$ cat src/rtl/ernn_pkg.sv
// ============================================================================
// ernn_pkg
// Shared sizes, request codes, controller command types and the sigmoid table
// of the recurrent cell.
// ============================================================================
package ernn_pkg;

    localparam int IN_SIZE     = 8;
    localparam int HID_SIZE    = 8;
    localparam int OUT_SIZE    = 4;
    localparam int MAX_RESULTS = 8;

    localparam int IN_W  = (IN_SIZE  > 1) ? $clog2(IN_SIZE)  : 1;
    localparam int HID_W = (HID_SIZE > 1) ? $clog2(HID_SIZE) : 1;
    localparam int OUT_W = (OUT_SIZE > 1) ? $clog2(OUT_SIZE) : 1;
    localparam int ROW_W = (HID_W > OUT_W) ? HID_W : OUT_W;
    localparam int COL_W = (HID_W > IN_W) ? HID_W : IN_W;

    localparam int OUT_EMIT = (OUT_SIZE < MAX_RESULTS) ? OUT_SIZE : MAX_RESULTS;
    localparam int HID_EMIT = (HID_SIZE < MAX_RESULTS) ? HID_SIZE : MAX_RESULTS;

    localparam int ACC_W = 40;

    localparam logic [1:0] REQ_LOAD  = 2'd0;
    localparam logic [1:0] REQ_ELEM  = 2'd1;
    localparam logic [1:0] REQ_CLEAR = 2'd2;
    localparam logic [1:0] REQ_READ  = 2'd3;

    localparam logic [2:0] GRP_IH = 3'd0;
    localparam logic [2:0] GRP_HH = 3'd1;
    localparam logic [2:0] GRP_IO = 3'd2;
    localparam logic [2:0] GRP_HO = 3'd3;
    localparam logic [2:0] GRP_BO = 3'd4;
    localparam logic [2:0] GRP_BH = 3'd5;

    typedef struct packed {
        logic             acc_init;
        logic             mac_en;
        logic             mac_hid;
        logic [COL_W-1:0] col;
        logic             layer_hid;
        logic [ROW_W-1:0] row;
        logic             emit_out;
        logic             emit_last;
        logic             store_h;
        logic             commit_h;
        logic             clear_h;
        logic             read_h;
        logic [HID_W-1:0] read_idx;
    } ernn_cmd_t;

    function automatic logic [15:0] sig_pos(input int k);
        longint unsigned e;
        longint unsigned den;
        longint unsigned num;
        longint unsigned quo;
        longint unsigned rem;
        e = 64'd1 << 30;
        for (int i = 0; i < k; i++)
            e = (e * 64'd1008687095 + (64'd1 << 29)) >> 30;
        den = (64'd1 << 30) + e;
        num = (64'd4096 << 30) + (den >> 1);
        quo = 64'd0;
        rem = 64'd0;
        for (int b = 63; b >= 0; b--)
        begin
            rem = (rem << 1) | 64'(num[b]);
            quo = quo << 1;
            if (rem >= den)
            begin
                rem = rem - den;
                quo = quo | 64'd1;
            end
        end
        return 16'(quo);
    endfunction

    function automatic logic [15:0] sig_entry(input int i);
        int k;
        k = i - 128;
        if (k >= 0)
            return sig_pos(k);
        return 16'(16'd4096 - sig_pos(-k));
    endfunction

    typedef logic [15:0] sig_tab_t [256];

    function automatic sig_tab_t build_sig();
        sig_tab_t t;
        for (int i = 0; i < 256; i++)
            t[i] = sig_entry(i);
        return t;
    endfunction

    localparam sig_tab_t SIG_TAB = build_sig();

endpackage

$ cat src/rtl/ernn_ctrl.sv
// ============================================================================
// ernn_ctrl
// Sequencer of the cell: walks the output rows and then the hidden rows,
// one multiply-accumulate per cycle, walks the hidden vector for reads and clears it.
// ============================================================================
module ernn_ctrl (
    input  logic               clk,
    input  logic               rst_n,
    input  logic               start,
    input  logic [1:0]         req_type,
    input  logic               elem_last,
    output logic               busy,
    output ernn_pkg::ernn_cmd_t cmd
);

    localparam logic [2:0] S_IDLE = 3'd0;
    localparam logic [2:0] S_MAC  = 3'd1;
    localparam logic [2:0] S_DRN1 = 3'd2;
    localparam logic [2:0] S_DRN2 = 3'd3;
    localparam logic [2:0] S_FIN  = 3'd4;
    localparam logic [2:0] S_READ = 3'd5;
    localparam logic [2:0] S_COMM = 3'd6;

    localparam int COLS = ernn_pkg::IN_SIZE + ernn_pkg::HID_SIZE;
    localparam int CW   = $clog2(COLS);

    logic [2:0]                  state_reg, state_next;
    logic [CW-1:0]               j_reg, j_next;
    logic [ernn_pkg::ROW_W-1:0]  row_reg, row_next;
    logic                        hid_reg, hid_next;
    logic [ernn_pkg::HID_W-1:0]  rd_reg, rd_next;

    always_ff @(posedge clk or negedge rst_n)
    begin
        if (!rst_n)
        begin
            state_reg <= S_IDLE;
            j_reg     <= '0;
            row_reg   <= '0;
            hid_reg   <= 1'b0;
            rd_reg    <= '0;
        end
        else
        begin
            state_reg <= state_next;
            j_reg     <= j_next;
            row_reg   <= row_next;
            hid_reg   <= hid_next;
            rd_reg    <= rd_next;
        end
    end

    logic last_row;
    assign last_row = hid_reg ? (32'(row_reg) == ernn_pkg::HID_SIZE - 1)
                              : (32'(row_reg) == ernn_pkg::OUT_SIZE - 1);

    always_comb
    begin
        state_next = state_reg;
        j_next     = j_reg;
        row_next   = row_reg;
        hid_next   = hid_reg;
        rd_next    = rd_reg;
        cmd        = '0;
        cmd.row       = row_reg;
        cmd.layer_hid = hid_reg;
        cmd.read_idx  = rd_reg;
        if (32'(j_reg) < ernn_pkg::IN_SIZE)
        begin
            cmd.col     = ernn_pkg::COL_W'(j_reg);
            cmd.mac_hid = 1'b0;
        end
        else
        begin
            cmd.col     = ernn_pkg::COL_W'(32'(j_reg) - ernn_pkg::IN_SIZE);
            cmd.mac_hid = 1'b1;
        end
        unique case (state_reg)
            S_IDLE:
            begin
                if (start)
                begin
                    if (req_type == ernn_pkg::REQ_ELEM && elem_last)
                    begin
                        state_next = S_MAC;
                        j_next     = '0;
                        row_next   = '0;
                        hid_next   = 1'b0;
                    end
                    else if (req_type == ernn_pkg::REQ_READ)
                    begin
                        state_next = S_READ;
                        rd_next    = '0;
                    end
                    else if (req_type == ernn_pkg::REQ_CLEAR)
                    begin
                        cmd.clear_h = 1'b1;
                    end
                end
            end
            S_MAC:
            begin
                cmd.mac_en   = 1'b1;
                cmd.acc_init = (j_reg == '0);
                if (32'(j_reg) == COLS - 1)
                begin
                    state_next = S_DRN1;
                end
                else
                begin
                    j_next = CW'(32'(j_reg) + 1);
                end
            end
            S_DRN1:
            begin
                state_next = S_DRN2;
            end
            S_DRN2:
            begin
                state_next = S_FIN;
            end
            S_FIN:
            begin
                if (hid_reg)
                begin
                    cmd.store_h = 1'b1;
                end
                else if (32'(row_reg) < ernn_pkg::MAX_RESULTS)
                begin
                    cmd.emit_out  = 1'b1;
                    cmd.emit_last = last_row
                        || (32'(row_reg) == ernn_pkg::MAX_RESULTS - 1);
                end
                j_next = '0;
                if (last_row)
                begin
                    row_next = '0;
                    if (hid_reg)
                    begin
                        state_next = S_COMM;
                    end
                    else
                    begin
                        hid_next   = 1'b1;
                        state_next = S_MAC;
                    end
                end
                else
                begin
                    row_next   = ernn_pkg::ROW_W'(32'(row_reg) + 1);
                    state_next = S_MAC;
                end
            end
            S_COMM:
            begin
                cmd.commit_h = 1'b1;
                state_next   = S_IDLE;
            end
            S_READ:
            begin
                cmd.read_h    = 1'b1;
                cmd.emit_last = (32'(rd_reg) == ernn_pkg::HID_EMIT - 1);
                if (32'(rd_reg) == ernn_pkg::HID_EMIT - 1)
                begin
                    state_next = S_IDLE;
                end
                else
                begin
                    rd_next = ernn_pkg::HID_W'(32'(rd_reg) + 1);
                end
            end
            default:
            begin
                state_next = S_IDLE;
            end
        endcase
    end

    assign busy = (state_reg != S_IDLE);

endmodule

$ cat config.mk
export PLATFORM = sky130hd
export DESIGN_NAME = ernn_ctrl
export DESIGN_NICKNAME = d
export VERILOG_FILES = /design/src/rtl/ernn_pkg.sv /design/src/rtl/ernn_ctrl.sv
export SDC_FILE = /design/constraint.sdc
export NUM_CORES = 1
export LEC_CHECK = 0
export BUFFER_PORTS_ARGS = -buffer_cell sky130_fd_sc_hd__buf_4
export CAP_MARGIN = 10
export CORE_MARGIN = 5
export CORE_UTILIZATION = 36
export CTS_BUF_LIST = sky130_fd_sc_hd__clkbuf_4
export DETAILED_ROUTE_END_ITERATION = 16
export GPL_TIMING_DRIVEN = 0
export PLACE_DENSITY = 0.62
export SLEW_MARGIN = 20
export SYNTH_ARGS = -nofsm -noshare
export SYNTH_HDL_FRONTEND = slang
export SYNTH_SLANG_ARGS = --single-unit
$ cat constraint.sdc
create_clock -name clk -period 1.4 [get_ports clk]
set_input_delay 0.07 -clock clk [delete_from_list [all_inputs] [get_ports clk]]
set_output_delay 0.07 -clock clk [all_outputs]
set_load 0.05 [all_outputs]
==> impl_metrics.ini <==
[outcome]
outcome = complete, but fails checks
violations = negative setup slack

[synth]
synth_cells = 108
ys_seq_area_share_pct = 34.06
async_flop_share_pct = 100.0
ys.warnings.count = 0
synth_area_leader_cell = dfrtp_1
avgSynthCellArea_um2 = 9.523
syn_area_um2 = 1028
synthesis.nets = 122
yosysTopAreaCellShare_pct = 34.06
synth_area_leaders = dfrtp_1 34%, ha_1 9.7%, mux2i_1 3.9%
synth_edf_count = 0
ys_types = 44
ys_ff_latch = 14
ys.flop_type = dfrtp_1

[die]
start_util_pct = 37.30
core_um2 = 2758
dieArea_um2 = 4026
rows = 19
pin_count = 26
die_w_um = 63.45
die_y_um = 63.45

[timing]
rsz0062_at_grt = yes
hold_viol = 0
fin_crit_sh_pct = 123.3
fin_tns_setup_ns = -1.022
relSlewSlack_pct = 72.25
setup_ws_ns = -0.3268
min_period_ns = 1.727
fmax_ghz = 0.5791
max_slew.worst_pin.slew_ns = 0.4163
slew_viol_final = 0
finClkSkew_ns = 0.007008
finalSetupViolCount = 11

[clock_network]
cts.htree.levels = 1
clock-root-buffer = clkbuf_4
clock_tree.buffer_depth = 2
clk_pin_slew_ns = 0.10
tritoncts.num_buffers = 3
cts_tree = built
clk_latency_ns = 0.29
cts_sinks = 14

[worst_hold_path]
hold_class = input port to async pin

[job]
maxCapViolations = 0

[setup_path]
cp-startpoint = row_reg[1]
crit_family = flip-flops
r2r_slack_ns = -0.05
r2r_end = state_reg[2]
path_buf_inv = 1
slowest_delay_ns = 0.40
cpMaxStageDelayCell = dfrtp_2
reg2regPathDepth = 5
worstSetupEndpointType = primary output
crit_type = flip-flop to primary output
r2r-start = j_reg[0]
cp_common_cell = ha_4
crit_fanout = 3
worstPathRequired_ns = 1.33
cp_cell_sequence = ha_4, ha_4, nor2_1, or3_4, a21oi_4, buf_6
crit_end = cmd[7]
crit_cells = 6
worst-endpoint-arrival_ns = 1.66
worst_setup_path_start_kind = flip-flop

[placement]
placed_area_um2 = 1378
gp_congestion = 0.7812
io_buffers = 25
dp_hpwl_um = 1813

[grt]
antenna_found_initial = 0
track_usage_pct = 14.05
grt_max_degree = 15
grt_first_pass_wirelength_um = 4643
grt_pass1_vias = 1027
gr-total-overflow = 0

[finish]
final_cell_mix = 34 x buf_4, 10 x buf_6, 9 x inv_1
drive_above_1_share_pct = 57.05
fin_area_um2 = 1714
fin_nets = 171
antenna_cells = 0
layout_commonest_cell = buf_4
synthToLayoutAreaGrowth_pct = 66.67
largest_reg_flops = 4

[power]
leakage_nw = 0.7433
power_density_nw_per_um2 = 2292
total_power_mw = 3.928
ir_worst_vdd_mv = 1.937

[route]
viasPerCell = 5.332
wl_per_cell_um = 14.68
drtAntennaViolNets = 0
totalWireLength_um = 2746
drt_first_pass_iters = 4
drt_iter0_drc = 11
dr_total_vias = 997
drcViolationCount = 0
## where the power goes
group	leakage, nW	switching (mW)	internal, mW	total [mW]
combinational	0.564	1.60	1.24	2.84
sequential	0.164	0.247	0.589	0.836
clock	0.0154	0.146	0.104	0.250
## metal layers
metal | up-vias | track usage, % | share of wire, %
li1 | 488 | - | -
met1 | 477 | 18.02 | 46
met2 | 28 | 22.59 | 47
met3 | 4 | 4.085 | 6.1
met4 | 0 | 4.416 | 1.2
met5 | - | 0 | 0
## area by class of cell
cell class | count | area (um^2)
buffer | 5 | 42.54
fill | 248 | 1044
multi-input combinational | 77 | 793.3
clock buffer | 3 | 22.52
sequential | 14 | 360.3
timing repair buffer | 46 | 415.4
clock inverter | 1 | 3.754
inverter | 10 | 37.54
tap | 31 | 38.79
## cell usage after synthesis (3+ instances only)
library cell,count
nand3_1,4
o21ai_0,5
o22ai_1,4
nor2_1,4
ha_1,8
nand2b_1,3
nand2_1,7
mux2i_1,4
dfrtp_1,14
inv_1,10
nor2b_1,3
a21oi_1,3
## per-stage QoR
stage          hold WS (ns)  instances  utilization [%]  worst slack [ns]
2_1_floorplan       -0.2256        108                -           -0.3002
3_5_place_dp       -0.06378        164            49.95           -0.1337
5_1_grt              0.1714        187            62.16           -0.3959
3_3_place_gp       -0.06166        164            49.95           -0.1262
6_report             0.1558        187            62.16           -0.3268
4_1_cts              0.1653        183            59.80           -0.3456
## cells by family after synthesis
kind of cell / after synthesis / synth area share (%)
AND/OR/NAND/NOR: 39 / 25.79
flip-flops: 14 / 34.06
multiplexers: 5 / 4.988
adder cells (fa/ha/maj): 8 / 9.733
XOR/XNOR: 1 / 0.8517
AO/OA/AOI/OAI: 24 / 16.54
buffers and inverters: 17 / 8.028
## worst reg2reg max path, cell delays in order, from the launching register on
cell and delay [ns]:
dfrtp_2 0.44, ha_4 0.17, buf_6 0.11, nand4b_1 0.14
a32oi_1 0.12, o32a_1 0.34
## worst min path at each step
stage	startpoint	to	slack (ns)	cells past startpoint
after floorplan	rst_n	hid_reg	-0.23	0
after global placement	rst_n	rd_reg[2]	-0.06	1
after detailed placement	rst_n	rd_reg[2]	-0.06	1
after CTS	rst_n	hid_reg	0.17	2
after global routing	rst_n	hid_reg	0.17	2
final	rst_n	hid_reg	0.16	2
## what timing repair did
action | 4_1_cts | 5_1_grt
setup buffers | 16 | 4
endpoints found under the setup margin | 17 | 16
pin swaps | 9 | 9
endpoints found under the hold margin | 14 | 0
hold buffers | 1 | 0
resized for setup | 30 | 9
Note: power is estimated with default switching activity, not from simulation.
